===== config.mk =====
export PLATFORM = sky130hd
export DESIGN_NAME = decimal_string_to_scaled_integer_core
export DESIGN_NICKNAME = d
export VERILOG_FILES = /design/src/rtl/dsi_pkg.sv /design/src/rtl/dsi_step.sv /design/src/rtl/decimal_string_to_scaled_integer_core.sv
export SDC_FILE = /design/constraint.sdc
export NUM_CORES = 1
export LEC_CHECK = 0
export BUFFER_PORTS_ARGS = -buffer_cell sky130_fd_sc_hd__buf_4
export CAP_MARGIN = 20
export CORE_ASPECT_RATIO = 0.9
export CORE_UTILIZATION = 40
export CTS_BUF_LIST = sky130_fd_sc_hd__clkbuf_4 sky130_fd_sc_hd__clkbuf_8
export CTS_CLUSTER_SIZE = 24
export DETAILED_ROUTE_END_ITERATION = 8
export HOLD_SLACK_MARGIN = 0.1
export PLACE_DENSITY = 0.56
export SYNTH_ARGS = -nofsm -noshare
export SYNTH_HDL_FRONTEND = slang
export SYNTH_HIERARCHICAL = 1
export SYNTH_SLANG_ARGS = --single-unit

===== constraint.sdc =====
create_clock -name clk -period 5.1 [get_ports clk]
set_input_delay 1.53 -clock clk [delete_from_list [all_inputs] [get_ports clk]]
set_output_delay 1.53 -clock clk [all_outputs]
set_load 0.005 [all_outputs]

===== src/rtl/dsi_pkg.sv =====
// ----------------------------------------------------------------------------
// dsi_pkg
// Shared types and constants for the decimal string to scaled integer parser:
// parse phases, result status codes, the parse state record and its reset.
// ----------------------------------------------------------------------------
package dsi_pkg;

	// Field widths
	localparam int CHAR_W  = 8;
	localparam int LEN_W   = 4;
	localparam int VALUE_W = 31;
	localparam int SCALE_W = 30;
	localparam int COUNT_W = 4;
	localparam int STAT_W  = 2;
	localparam int OUT_W   = 72;   // 71 payload bits padded to whole bytes

	// Parse limits
	localparam int          MAX_DIGITS = 9;
	localparam logic [LEN_W-1:0] FREE_LIMIT = 4'd11;

	// Characters of interest
	localparam logic [CHAR_W-1:0] CH_MINUS = 8'h2D;
	localparam logic [CHAR_W-1:0] CH_PLUS  = 8'h2B;
	localparam logic [CHAR_W-1:0] CH_POINT = 8'h2E;
	localparam logic [CHAR_W-1:0] CH_ZERO  = 8'h30;
	localparam logic [CHAR_W-1:0] CH_NINE  = 8'h39;
	localparam logic [CHAR_W-1:0] CH_NUL   = 8'h00;

	typedef enum logic [1:0] {
		PH_FIRST = 2'd0,
		PH_PARSE = 2'd1,
		PH_STOP  = 2'd2
	} phase_t;

	typedef enum logic [STAT_W-1:0] {
		ST_OK        = 2'd0,
		ST_BAD_FIRST = 2'd1,
		ST_SHORT     = 2'd2,
		ST_NO_DIGITS = 2'd3
	} status_t;

	typedef struct packed {
		phase_t               phase;
		logic                 negative;
		logic                 point_seen;
		logic [VALUE_W-1:0]   magnitude;
		logic [SCALE_W-1:0]   scale_acc;
		logic [COUNT_W-1:0]   digits;
		logic [COUNT_W-1:0]   accepted;
		logic                 first_bad;
	} parse_state_t;

	localparam parse_state_t PARSE_RESET = '{
		phase:      PH_FIRST,
		negative:   1'b0,
		point_seen: 1'b0,
		magnitude:  '0,
		scale_acc:  SCALE_W'(1),
		digits:     '0,
		accepted:   '0,
		first_bad:  1'b0
	};

endpackage


===== src/rtl/dsi_step.sv =====
// ----------------------------------------------------------------------------
// dsi_step
// Next parse state for one character: sign handling on the first byte, digit
// accumulation (x10 by shift and add), point tracking and stop conditions.
// ----------------------------------------------------------------------------
module dsi_step (
	input  dsi_pkg::parse_state_t        cur,
	input  logic [dsi_pkg::CHAR_W-1:0]   char_byte,
	input  logic [dsi_pkg::LEN_W-1:0]    field_length,
	output dsi_pkg::parse_state_t        nxt
);
	import dsi_pkg::*;

	logic               is_digit;
	logic [LEN_W-1:0]   limit;
	logic [COUNT_W-1:0] acc_base;
	logic [COUNT_W-1:0] dig_inc;
	logic [VALUE_W-1:0] mag_x10;
	logic [SCALE_W-1:0] scale_x10;

	assign is_digit  = (char_byte >= CH_ZERO) && (char_byte <= CH_NINE);
	assign limit     = (field_length == '0) ? FREE_LIMIT : field_length;
	assign mag_x10   = (cur.magnitude << 3) + (cur.magnitude << 1);
	assign scale_x10 = (cur.scale_acc << 3) + (cur.scale_acc << 1);
	assign dig_inc   = cur.digits + COUNT_W'(1);
	// first character skips the limit check since accepted is zero there
	assign acc_base  = cur.accepted;

	always_comb begin
		nxt = cur;
		case (cur.phase)
			PH_FIRST: begin
				if (char_byte == CH_MINUS) begin
					nxt.negative = 1'b1;
					nxt.accepted = COUNT_W'(1);
					nxt.phase    = PH_PARSE;
				end else if (char_byte == CH_PLUS) begin
					nxt.accepted = COUNT_W'(1);
					nxt.phase    = PH_PARSE;
				end else if (is_digit) begin
					// leading digit: accumulate right away
					nxt.magnitude = VALUE_W'(char_byte[3:0]);
					nxt.accepted  = acc_base + COUNT_W'(1);
					nxt.digits    = dig_inc;
					nxt.phase     = ({1'b0, dig_inc} >= 5'(MAX_DIGITS)) ? PH_STOP : PH_PARSE;
				end else begin
					nxt.first_bad = 1'b1;
					nxt.phase     = PH_STOP;
				end
			end
			PH_PARSE: begin
				if (cur.accepted >= limit || char_byte == CH_NUL) begin
					nxt.phase = PH_STOP;
				end else if (is_digit) begin
					nxt.magnitude = mag_x10 + VALUE_W'(char_byte[3:0]);
					nxt.accepted  = cur.accepted + COUNT_W'(1);
					nxt.digits    = dig_inc;
					if (cur.point_seen) begin
						nxt.scale_acc = scale_x10;
					end
					if ({1'b0, dig_inc} >= 5'(MAX_DIGITS)) begin
						nxt.phase = PH_STOP;
					end
				end else if (char_byte == CH_POINT && !cur.point_seen) begin
					nxt.point_seen = 1'b1;
					nxt.accepted   = cur.accepted + COUNT_W'(1);
				end else begin
					nxt.phase = PH_STOP;
				end
			end
			default: begin
				// stopped: ignore bytes until the last one
				nxt = cur;
			end
		endcase
	end

endmodule


===== src/rtl/decimal_string_to_scaled_integer_core.sv =====
// ----------------------------------------------------------------------------
// decimal_string_to_scaled_integer_core
// Parses an ASCII decimal string, one byte per beat, into a signed scaled
// integer with counts and a status.
// ----------------------------------------------------------------------------
// Usage:
//   Input stream s_*: one character per beat in s_tdata[7:0]; s_tlast marks
//   the final byte of a string and triggers exactly one result beat.
//   Output stream m_*: one beat per string carrying value, scale, counts and
//   status. Non-last bytes produce no output beat.
//   cfg_we/cfg_wdata write field_length (0 = free length up to eleven); write
//   it only while no string is in flight.
//   Throughput: one byte per cycle, except while a last byte waits for a
//   blocked result. The byte is held in an input register, the parse update
//   and result formatting are one level of logic (x10 by shift and add) into
//   the parse state and the output register. The last byte passes the input
//   register, then its result beat is held in the output register.
//   Stall: while m_tready is low a pending result holds in the output
//   register; the input register and parse state keep moving for non-last
//   bytes and back-pressure s_tready only when a second result would collide.
//   Reset: arst_n clears the parse state, field_length and both valid flags.
// ----------------------------------------------------------------------------
module decimal_string_to_scaled_integer_core (
	input  logic                         clk,
	input  logic                         arst_n,
	// configuration
	input  logic                         cfg_we,
	input  logic [dsi_pkg::LEN_W-1:0]    cfg_wdata,   // field_length
	// input stream
	input  logic                         s_tvalid,
	output logic                         s_tready,
	input  logic [dsi_pkg::CHAR_W-1:0]   s_tdata,     // char_byte
	input  logic                         s_tlast,     // last
	// output stream
	output logic                         m_tvalid,
	input  logic                         m_tready,
	output logic [dsi_pkg::OUT_W-1:0]    m_tdata      // value[30:0], scale[60:31],
	                                                  // consumed_count[64:61],
	                                                  // digit_count[68:65],
	                                                  // status[70:69], zero[71]
);
	import dsi_pkg::*;

	logic [LEN_W-1:0]   field_length_q;

	logic               valid_s1;
	logic [CHAR_W-1:0]  char_s1;
	logic               last_s1;
	logic               adv_s1;

	parse_state_t       state_q;
	parse_state_t       state_nxt;

	logic               out_valid_q;
	logic [OUT_W-1:0]   out_data_q;

	status_t            status;
	logic [VALUE_W-1:0] value;
	logic [SCALE_W-1:0] scale;
	logic [COUNT_W-1:0] consumed;
	logic [COUNT_W-1:0] digit_cnt;

	// Configuration register
	always_ff @(posedge clk or negedge arst_n) begin
		if (!arst_n) begin
			field_length_q <= '0;
		end else if (cfg_we) begin
			field_length_q <= cfg_wdata;
		end
	end

	// Handshake: stage 1 moves unless it holds a last byte and the output is blocked
	assign adv_s1   = valid_s1 && (!last_s1 || !out_valid_q || m_tready);
	assign s_tready = !valid_s1 || adv_s1;

	// Input register
	always_ff @(posedge clk or negedge arst_n) begin
		if (!arst_n) begin
			valid_s1 <= 1'b0;
		end else if (s_tready) begin
			valid_s1 <= s_tvalid;
		end
	end

	always_ff @(posedge clk) begin
		if (s_tvalid && s_tready) begin
			char_s1 <= s_tdata;
			last_s1 <= s_tlast;
		end
	end

	// Parse update
	dsi_step u_step (
		.cur          (state_q),
		.char_byte    (char_s1),
		.field_length (field_length_q),
		.nxt          (state_nxt)
	);

	always_ff @(posedge clk or negedge arst_n) begin
		if (!arst_n) begin
			state_q <= PARSE_RESET;
		end else if (adv_s1) begin
			state_q <= last_s1 ? PARSE_RESET : state_nxt;
		end
	end

	// Result formatting from the updated state
	always_comb begin
		value     = '0;
		scale     = state_nxt.scale_acc;
		consumed  = state_nxt.accepted;
		digit_cnt = state_nxt.digits;
		if (state_nxt.first_bad) begin
			status    = ST_BAD_FIRST;
			scale     = SCALE_W'(1);
			consumed  = '0;
			digit_cnt = '0;
		end else if (state_nxt.accepted < field_length_q) begin
			status = ST_SHORT;
		end else if (state_nxt.digits == '0) begin
			status = ST_NO_DIGITS;
		end else begin
			status = ST_OK;
			value  = state_nxt.negative ? (VALUE_W'(0) - state_nxt.magnitude)
			                            : state_nxt.magnitude;
		end
	end

	// Output register
	always_ff @(posedge clk or negedge arst_n) begin
		if (!arst_n) begin
			out_valid_q <= 1'b0;
		end else if (adv_s1 && last_s1) begin
			out_valid_q <= 1'b1;
		end else if (m_tready) begin
			out_valid_q <= 1'b0;
		end
	end

	always_ff @(posedge clk) begin
		if (adv_s1 && last_s1) begin
			out_data_q <= {1'b0, status, digit_cnt, consumed, scale, value};
		end
	end

	assign m_tvalid = out_valid_q;
	assign m_tdata  = out_data_q;

endmodule

==> summary.txt, run 1 <==
outcome - finished, final reports clean
Worst Hold Class - flip-flop to flip-flop
Critical R2R Capture - m_tdata[30]
post-route design area - 0.0127 mm^2
Worst path most repeated cell - or4_4
R2R cell count - 17
largest cells by area after synthesis - edfxtp_1, dfrtp_1, ha_1
Routed WL per cell - 18.1 um
Routed Antenna Nets - 0
GRT overflow - 0
Mapped Cells - 1116
Hold Path Origin - state_q[38]
Yosys reg bits - 160
CTS Root Buffer Type - clkbuf_8
syn_area_per_cell - 9.71 um^2
worst reg2reg path startpoint - state_q[40]
Final Util - 48.3%
leading area contributor after synthesis - edfxtp_1
Max clock buf depth - 2
syn nets - 1231
Hold Fails Final Rpt - 0
total vias in the final route - 8991
Setup crit end kind - flip-flop
Critical Path RT - 5.31 ns
WHS Path Cells - 1
Post-Syn Area - 0.0108 mm^2
Crit Path Max Fanout - 4
nets - 1350
hold endpoint - state_q[38]
Max Cap Viol - 0
Core Footprint - 0.0263 mm^2
antenna violations before repair - 0
Hold WS - 0.515 ns
CTS tree - yes
ys async rst share - 50.0%
clk_skew - 0.0177 ns
Die H - 158 um
Pins Over Slew Limit - 0
fraction of layout cells with a size suffix above 1 - 18.0%
I/O pins - 92
Final Critical Period - 4.95 ns
crit share post-route - 97.0%
post-placement cell area - 0.0122 mm^2
post-synth top area share - 22.2%
Main synth FF type - edfxtp_1
Ys Warns - 6
cts bufs inserted - 17
Cell Count, Final, Fillers Out - 1596
sequential area share after synthesis - 40.6%
DIE WIDTH - 176 um
Routed WL - 28800 um
Max IR drop VDD - 139 uV
Die Footprint - 0.0278 mm^2
arrival time worst endpoint - 5.16 ns
Worst path slowest cell - or4_4
GRT Overall Usage - 21.1%
Critical Path Max Stage Delay - 0.51 ns
Clk Latency, worst-skew pair - 0.46 ns
setup ws final - 0.151 ns
Setup CP Type - flip-flop to flip-flop
final count of negative-setup-slack endpoints - 0
r2r setup slk - 0.15 ns
CTS Hold Bufs - 0
IO Port Bufs - 90
Post-route DRC - 0
first-pass GRT wire length - 45900 um
largest net degree at the start of global routing - 75
Post-synth EDFFs - 80
P&R area growth vs syn - 17.3%
Placer Congestion - 0.856
power per cell area - 211 mW/mm^2
measured slew at the worst slew-check pin - 0.952 ns
CTS Sinks - 160
Unique masters post-synth - 78
drt initial violations - 841
relative slew slack - 36.6%
DP Cell Count - 1555
fmax - 0.202 GHz
Ant. Diodes - 0
Rows - 56
Leak - 0.00586 uW
Post-DP HPWL - 20500 um
H-tree depth - 4
Initial Util - 41.1%
crit path cell chain - ha_1, ha_1, inv_1, fa_2, nor2b_4, o31a_1, or3_1, a221o_1, buf_4, o2111ai_2, and2_4, xor2_1, o21ai_0, or4_4, or4_4, or4_4, a31o_1
Clock transition at path regs - 0.09 ns
Via-to-Cell Ratio - 5.63
CP startpoint kind - flip-flop
vias in the first global route - 8400
Detailed Routing Iterations Pass 1 - 5
dpl ws - 0.0463 ns
## per-stage QoR
step                      TNS, ns  total power [uW]
after global routing      -0.0738              2790
final                           0              2680
after detailed placement        0              1680
after CTS                       0              2720
after floorplan                 0              1550
after global placement          0              1680
## synthesized netlist by cell type (7+ instances only)
master    count
nor3_1       16
o21ai_0      98
a21oi_1      56
or2_2         7
nand2b_1     13
a21o_1       37
xnor2_1      22
edfxtp_1     80
a22o_1       73
nand2_1      84
a31oi_1      10
inv_1        34
ha_1         94
nor2b_1      44
clkbuf_1     48
nand3_1      42
o31ai_1      11
nor2_1       70
or3_1         8
dfrtp_1      79
xor2_1       53
nand4_1      12
## sequential cells by signal, summed over array words and instances, names as in the netlist
register and cells:
char_s1 8, last_s1 1, state_q 74, m_tdata 71, valid_s1 1, m_tvalid 1
field_length_q 4
## cells by family after synthesis
| group | synth area share (%) |
|---|---|
| adder cells (fa/ha/maj) | 11.4 |
| other | 0.0346 |
| flip-flops | 40.6 |
| AND/OR/NAND/NOR | 16.0 |
| AO/OA/AOI/OAI | 22.2 |
| XOR/XNOR | 6.06 |
| buffers and inverters | 3.07 |
| multiplexers | 0.600 |
## worst max-delay path, delay by kind of cell (launching register included)
family	cells	cell delay, ns
buffers and inverters	2	0.25
AO/OA/AOI/OAI	5	1.18
AND/OR/NAND/NOR	6	1.94
adder cells (fa/ha/maj)	3	0.77
XOR/XNOR	1	0.13
flip-flops	1	0.43
## per-layer routing
metal / up-vias / routed length, um / share of wire [%] / GRT usage [%]
met3: 16 / 1420 / 4.9 / 3.24
met2: 249 / 12000 / 41 / 30.4
met4: 0 / 228 / 0.79 / 4.35
li1: 4395 / - / - / -
met1: 4331 / 15200 / 53 / 32.8
met5: - / 0 / 0 / 0
## report_power, final
part / switching, uW / internal, uW
Sequential: 20.2 / 1390
Clock: 511 / 520
Combinational: 157 / 82.1
## worst max path at each step
stage / end / from / depth (start not counted)
final: m_tdata[30] / state_q[40] / 17
after global routing: m_tdata[27] / state_q[41] / 18
after CTS: m_tdata[30] / state_q[39] / 16
after detailed placement: m_tdata[30] / state_q[39] / 16
after global placement: m_tdata[30] / state_q[39] / 15
after floorplan: m_tdata[30] / state_q[39] / 16
## placed cells by master (no fill, tap or decap), drive strengths merged, types with 7 or more instances in the layout
cell	netlist	final
a21o	38	38
a21oi	56	56
a22o	74	74
a31oi	10	10
and2	7	7
buf	2	151
clkbuf	49	21
dfrtp	79	79
edfxtp	80	80
ha	94	94
inv	34	38
nand2	84	84
nand2b	13	13
nand3	42	42
nand4	12	12
nor2	70	70
nor2b	45	45
nor3	16	16
nor4	7	7
o21ai	98	98
o31ai	11	11
or2	7	7
or3	9	9
or4	8	8
xnor2	22	22
xor2	53	53
## area by class of cell
type                       instances  area [um^2]
fill                            2520        13600
multi-input combinational        871         6190
sequential                       160         4410
timing repair buffer             151         1130
tap                              348          435
clock buffer                      21          270
clock inverter                    11          154
inverter                          34          128
## repair_timing
action	4_1_cts	5_1_grt
buffers inserted	0	9
setup endpoints to repair	0	5
endpoints found under the hold margin	0	0
gates resized for setup	0	14
Note: power is estimated with default switching activity, not from simulation.
==> run 2, diff against run 1 <==
--- a/config.mk
+++ b/config.mk
@@ -10,3 +10,3 @@
 export CORE_ASPECT_RATIO = 0.9
-export CORE_UTILIZATION = 40
+export CORE_UTILIZATION = 50
 export CTS_BUF_LIST = sky130_fd_sc_hd__clkbuf_4 sky130_fd_sc_hd__clkbuf_8
@@ -14,4 +14,3 @@
 export DETAILED_ROUTE_END_ITERATION = 8
-export HOLD_SLACK_MARGIN = 0.1
-export PLACE_DENSITY = 0.56
+export PLACE_DENSITY = 0.68
 export SYNTH_ARGS = -nofsm -noshare
==> constraint.sdc (replaced) <==
create_clock -name clk -period 5.1 [get_ports clk]
set_input_delay 0.255 -clock clk [delete_from_list [all_inputs] [get_ports clk]]
set_output_delay 0.255 -clock clk [all_outputs]
set_load 0.005 [all_outputs]
==> summary.txt, run 2 (synthesis gave the netlist of run 1 again) <==
outcome - finished, final reports clean (unchanged)
clk_skew - 0.0154 ns (was 0.0177 ns)
Crit Path Max Fanout - 4 (unchanged)
Worst path slowest cell - or4_4 (unchanged)
Routed WL - 27200 um (was 28800 um)
fmax - 0.201 GHz (was 0.202 GHz)
Pins Over Slew Limit - 0 (unchanged)
Hold WS - 0.0674 ns (was 0.515 ns)
Routed WL per cell - 17.6 um (was 18.1 um)
Clk Latency, worst-skew pair - 0.48 ns (was 0.46 ns)
hold endpoint - field_length_q[0] (was state_q[38])
Setup crit end kind - flip-flop (unchanged)
Max Cap Viol - 0 (unchanged)
crit share post-route - 97.6% (was 97.0%)
largest net degree at the start of global routing - 74 (was 75)
Clock Power Share - 36.6% (was 38.5%)
Core Footprint - 0.0210 mm^2 (was 0.0263 mm^2)
power consumption - 2610 uW (was 2680 uW)
power per cell area - 205 mW/mm^2 (was 211 mW/mm^2)
Critical Path Max Stage Delay - 0.58 ns (was 0.51 ns)
first-pass GRT wire length - 43800 um (was 45900 um)
CTS Root Buffer Type - clkbuf_8 (unchanged)
post-placement cell area - 0.0121 mm^2 (was 0.0122 mm^2)
Max IR drop VDD - 151 uV (was 139 uV)
R2R cell count - 17 (unchanged)
Crit path max-delay family - simple AND/OR/NAND/NOR gates (unchanged)
arrival time worst endpoint - 5.32 ns (was 5.16 ns)
DIE WIDTH - 157 um (was 176 um)
post-route design area - 0.0127 mm^2 (about the same)
CTS tree - yes (unchanged)
Flop pwr share - 54.1% (was 52.6%)
Setup CP Type - flip-flop to flip-flop (unchanged)
Logic pwr share - 9.4% (was 8.9%)
crit path cell chain - ha_1, ha_1, inv_1, fa_2, nor2b_4, o31a_1, or3_1, a221o_1, o2111ai_2, and2_4, xor2_1, o21ai_1, or4_4, or4_4, or4_4, a211oi_2, a31o_1 (was ha_1, ha_1, inv_1, fa_2, nor2b_4, o31a_1, or3_1, a221o_1, buf_4, o2111ai_2, and2_4, xor2_1, o21ai_0, or4_4, or4_4, or4_4, a31o_1)
Ant. Diodes - 0 (unchanged)
Detailed Routing Iterations Pass 1 - 5 (unchanged)
Clock transition at path regs - 0.10 ns (was 0.09 ns)
nets - 1363 (was 1350)
CTS Sinks - 160 (unchanged)
P&R area growth vs syn - 17.6% (was 17.3%)
commonest cells after routing, fill and taps aside - buf_4, o21ai_0, ha_1, nand2_1, edfxtp_1 (unchanged)
worst path buffer plus inverter count - 1 (was 2)
Final Critical Period - 4.98 ns (was 4.95 ns)
I/O pins - 92 (unchanged)
IO Port Bufs - 90 (unchanged)
vias in the first global route - 8449 (was 8400)
Via-to-Cell Ratio - 5.89 (was 5.63)
antenna violations before repair - 0 (unchanged)
Top reg by flops - state_q (unchanged)
cts bufs inserted - 17 (unchanged)
Initial Util - 51.6% (was 41.1%)
Critical Path RT - 5.44 ns (was 5.31 ns)
measured slew at the worst slew-check pin - 1.05 ns (was 0.952 ns)
Largest register FFs - 74 (unchanged)
Int Pwr - 1890 uW (was 1990 uW)
Die Footprint - 0.0223 mm^2 (was 0.0278 mm^2)
worst reg2reg path startpoint - state_q[40] (unchanged)
r2r setup slk - 0.12 ns (was 0.15 ns)
sw frac - 27.5% (was 25.7%)
Post-DP HPWL - 19100 um (was 20500 um)
GRT overflow - 0 (unchanged)
fraction of layout cells with a size suffix above 1 - 17.0% (was 18.0%)
Final Util - 60.6% (was 48.3%)
Critical R2R Capture - m_tdata[30] (unchanged)
setup TNS - 0 ns (unchanged)
Worst path most repeated cell - or4_4 (unchanged)
most common cell after layout, fill and taps aside - buf_4 (unchanged)
Rows - 50 (was 56)
Placer Congestion - 0.900 (was 0.856)
Leak - 0.00588 uW (was 0.00586 uW)
critical path depth - 17 (unchanged)
Max clock buf depth - 2 (unchanged)
Worst Hold Class - input port to flip-flop (was flip-flop to flip-flop)
Routed Antenna Nets - 0 (unchanged)
total vias in the final route - 9107 (was 8991)
final count of negative-setup-slack endpoints - 0 (unchanged)
Post-route DRC - 0 (unchanged)
WHS Path Cells - 2 (was 1)
Hold Path Origin - cfg_we (was state_q[38])
H-tree depth - 4 (unchanged)
relative slew slack - 29.9% (was 36.6%)
drt initial violations - 740 (was 841)
Switching Power - 718 uW (was 688 uW)
Die H - 142 um (was 158 um)
Hold Fails Final Rpt - 0 (unchanged)
CP startpoint kind - flip-flop (unchanged)
GRT Overall Usage - 25.2% (was 21.1%)
[run 2: final cells by class]
type,count,area (um^2)
Sequential cell,160,4410
Fill cell,1817,8280
Tap cell,286,358
Timing Repair Buffer,164,1290
Clock inverter,14,145
Clock buffer,18,241
Multi-Input combinational cell,871,6170
Inverter,34,128
[run 2: how the worst max path moves through the flow]
stage	start	end	slack [ns]
floorplan	state_q[39]	m_tdata[30]	0.27
global placement	state_q[39]	m_tdata[30]	0.11
detailed placement	state_q[39]	m_tdata[30]	0.01
CTS	state_q[39]	m_tdata[30]	0.02
global route	state_q[39]	m_tdata[30]	-0.01
finish	state_q[40]	m_tdata[30]	0.12
[run 2: stage by stage]
step | worst slack, ns | std cells
3_5_place_dp | 0.0144 | 1489
4_1_cts | 0.0204 | 1540
3_3_place_gp | 0.110 | 1489
5_1_grt | -0.0133 | 1547
2_1_floorplan | 0.271 | 1116
6_report | 0.121 | 1547
[run 2: metal layers]
layer  GRT usage, %  part of all wire (%)  up-vias
met2           37.8                    44      300
met1           37.5                    49     4348
met5              0                     0        -
li1               -                     -     4439
met3           4.28                   6.3       20
met4           6.75                   1.1        0
[run 2: what timing repair did]
action / 4_1_cts / 5_1_grt
endpoints found under the hold margin: 27 / 0
endpoints found under the setup margin: 1 / 4
hold buffers: 18 / 0
buffers inserted: 1 / 7
pin swaps: 2 / 5
gates resized for setup: 1 / 9
[run 2: power by group through the flow]
stage               Clock [uW]  Combinational, uW  Sequential (uW)
floorplan                    0                115             1440
finish                     955                244             1410
CTS                        969                242             1410
global placement             0                227             1440
global route              1030                270             1420
detailed placement           0                229             1440
[run 2: worst reg2reg max path, cell delays in order (launching register included)]
cell	delay [ns]
dfrtp_1	0.41
ha_1	0.31
ha_1	0.22
inv_1	0.08
fa_2	0.24
nor2b_4	0.05
o31a_1	0.27
or3_1	0.32
a221o_1	0.38
o2111ai_2	0.26
and2_4	0.20
xor2_1	0.15
o21ai_1	0.10
or4_4	0.58
or4_4	0.43
or4_4	0.51
a211oi_2	0.22
a31o_1	0.12
==> run 3, diff against run 2 <==
Settings changed: SYNTH_HIERARCHICAL 1 to default.
==> summary.txt, run 3 <==
RSZ-0062 raised after global routing - false
most common cell after layout, fill and taps aside - nand2_1 (was buf_4)
CTS Sinks - 160 (unchanged)
antenna violations before repair - 0 (unchanged)
P&R area growth vs syn - 13.9% (was 17.6%)
fmax - 0.217 GHz (was 0.201 GHz)
syn nets - 1270 (was 1231)
Ant. Diodes - 0 (unchanged)
first-pass GRT wire length - 46500 um (was 43800 um)
Crit Path Max Fanout - 7 (was 4)
Main synth FF type - edfxtp_1 (unchanged)
crit share post-route - 90.3% (was 97.6%)
outcome - finished, final reports clean (unchanged)
total vias in the final route - 9316 (was 9107)
nets - 1367 (was 1363)
Critical Path RT - 5.33 ns (was 5.44 ns)
ys async rst share - 50.0% (unchanged)
vias in the first global route - 8790 (was 8449)
Ys Warns - 0 (was 6)
Mapped Cells - 1156 (was 1116)
Via-to-Cell Ratio - 5.98 (was 5.89)
drt initial violations - 761 (was 740)
CTS tree - yes (unchanged)
fill cell count - 1959 (was 1817)
Max IR drop VDD - 153 uV (was 151 uV)
Placer Congestion - 0.927 (was 0.900)
largest net degree at the start of global routing - 70 (was 74)
Synth top cells by count - nand2_1, nor2_1, ha_1 (was o21ai_0, ha_1, nand2_1)
Routed Antenna Nets - 0 (unchanged)
Rows - 51 (was 50)
multi-input logic area - 0.00631 mm^2 (was 0.00617 mm^2)
sequential area share after synthesis - 39.7% (was 40.6%)
GRT Overall Usage - 25.7% (was 25.2%)
CTS Root Buffer Type - clkbuf_8 (unchanged)
Worst Hold Class - input port to flip-flop (unchanged)
post-route design area - 0.0126 mm^2 (was 0.0127 mm^2)
IO Port Bufs - 90 (unchanged)
Post-Syn Area - 0.0111 mm^2 (was 0.0108 mm^2)
Core Footprint - 0.0217 mm^2 (was 0.0210 mm^2)
Hold WS - 0.0115 ns (was 0.0674 ns)
Setup CP Type - flip-flop to flip-flop (unchanged)
DIE WIDTH - 159 um (was 157 um)
H-tree depth - 4 (unchanged)
Top reg by flops - state_q (unchanged)
Unique masters post-synth - 97 (was 78)
most frequent cell after synthesis - nand2_1 (was o21ai_0)
Hold Fails Final Rpt - 0 (unchanged)
Detailed Routing Iterations Pass 1 - 6 (was 5)
post-placement cell area - 0.0120 mm^2 (was 0.0121 mm^2)
Post-route DRC - 0 (unchanged)
post_cts resized - 0 (was 1)
Die H - 143 um (was 142 um)
Max Cap Viol - 0 (unchanged)
Final Critical Period - 4.61 ns (was 4.98 ns)
clk_skew - 0.0161 ns (was 0.0154 ns)
leading area contributor after synthesis - edfxtp_1 (unchanged)
final count of negative-setup-slack endpoints - 0 (unchanged)
CP startpoint kind - flip-flop (unchanged)
Die Footprint - 0.0228 mm^2 (was 0.0223 mm^2)
measured slew at the worst slew-check pin - 0.982 ns (was 1.05 ns)
Max clock buf depth - 2 (unchanged)
GRT overflow - 0 (unchanged)
power per cell area - 219 mW/mm^2 (was 205 mW/mm^2)
Clk Latency, worst-skew pair - 0.47 ns (was 0.48 ns)
Routed WL per cell - 18.5 um (was 17.6 um)
commonest cells after routing, fill and taps aside - nand2_1, buf_4, nor2_1, ha_1, a21oi_1 (was buf_4, o21ai_0, ha_1, nand2_1, edfxtp_1)
Routed WL - 28800 um (was 27200 um)
Post-DP HPWL - 20600 um (was 19100 um)
setup TNS - 0 ns (unchanged)
Post-synth EDFFs - 80 (unchanged)
syn_area_per_cell - 9.60 um^2 (was 9.71 um^2)
cts bufs inserted - 17 (unchanged)
largest cells by area after synthesis - edfxtp_1, dfrtp_1, ha_1 (unchanged)
register area - 0.00441 mm^2 (unchanged)
Setup crit end kind - flip-flop (unchanged)
I/O pins - 92 (unchanged)
Yosys reg bits - 160 (unchanged)
Clock transition at path regs - 0.09 ns (was 0.10 ns)
Leak - 0.00540 uW (was 0.00588 uW)
post-synth top area share - 21.7% (was 22.2%)
relative slew slack - 34.5% (was 29.9%)
Initial Util - 51.1% (was 51.6%)
fraction of layout cells with a size suffix above 1 - 15.0% (was 17.0%)
Pins Over Slew Limit - 0 (unchanged)
arrival time worst endpoint - 4.84 ns (was 5.32 ns)
Largest register FFs - 74 (unchanged)
run 3: worst paths after layout:
| kind | cells past startpoint | to | slack, ns | startpoint |
|---|---|---|---|---|
| worst max register to register | 15 | m_tdata[30] | 0.49 | char_s1[2] |
| worst min register to register | 1 | state_q[69] | 0.54 | state_q[69] |
| worst min-delay path | 2 | field_length_q[0] | 0.01 | cfg_wdata[0] |
| max in group asynchronous | 3 | state_q[45] | 3.71 | arst_n |
| worst max-delay path | 15 | m_tdata[30] | 0.49 | char_s1[2] |
| min in group asynchronous | 2 | state_q[66] | 0.16 | arst_n |
run 3: cell families after synthesis:
logic type      Yosys count  share of synthesized area [%]
compound gates          366                           23.0
xor+xnor                 72                           5.68
fa+ha+maj                96                           11.0
buf+inv                  83                           3.58
flops                   160                           39.7
mux                       6                          0.553
other cells               1                         0.0338
simple gates            372                           16.4
run 3: repair_timing:
action                                 in CTS  in global routing
buffers inserted                            0                  0
endpoints found under the hold margin      25                  0
setup endpoints to repair                   0                  0
hold buffers                               18                  0
run 3: routing by layer:
| metal | GRT usage [%] | share of wire (%) | routed length, um |
|---|---|---|---|
| met5 | 0 | 0 | 0 |
| met1 | 36.7 | 48 | 13800 |
| met4 | 6.22 | 1.4 | 397 |
| met2 | 41.4 | 46 | 13200 |
| met3 | 3.67 | 4.8 | 1380 |
run 3: metrics by stage:
stage	worst slack [ns]	instances	util (%)	total power (uW)
2_1_floorplan	1.05	1156	-	1610
3_3_place_gp	0.690	1507	55.4	1730
3_5_place_dp	0.620	1507	55.4	1730
4_1_cts	0.587	1557	58.2	2780
5_1_grt	0.278	1557	58.2	2860
6_report	0.493	1557	58.2	2760
run 3: layout make-up:
cell class                      count  area share (%)
Clock buffer                       18            1.91
Clock inverter                     14            1.50
Inverter                           36            1.07
Multi-Input combinational cell    913            49.9
Sequential cell                   160            34.9
Tap cell                          291            2.88
Timing Repair Buffer              125            7.88
run 3: worst max-delay path: stages, from the launching register on:
cell      delay [ns]
edfxtp_1        0.54
ha_1            0.35
ha_1            0.19
inv_1           0.06
fa_1            0.43
nand2b_1        0.19
a21o_1          0.19
a211oi_2        0.29
nor2_1          0.07
a32o_2          0.30
or4b_4          0.56
nor4_2          0.46
and3_1          0.35
a41oi_1         0.17
xnor2_1         0.16
nor2_1          0.05
run 3: report_power, final:
group          leakage, uW  total [uW]  switching (uW)  internal (uW)
Combinational      0.00329         289             186            104
Clock             0.000224        1040             503            539
Sequential         0.00188        1430            34.1           1400
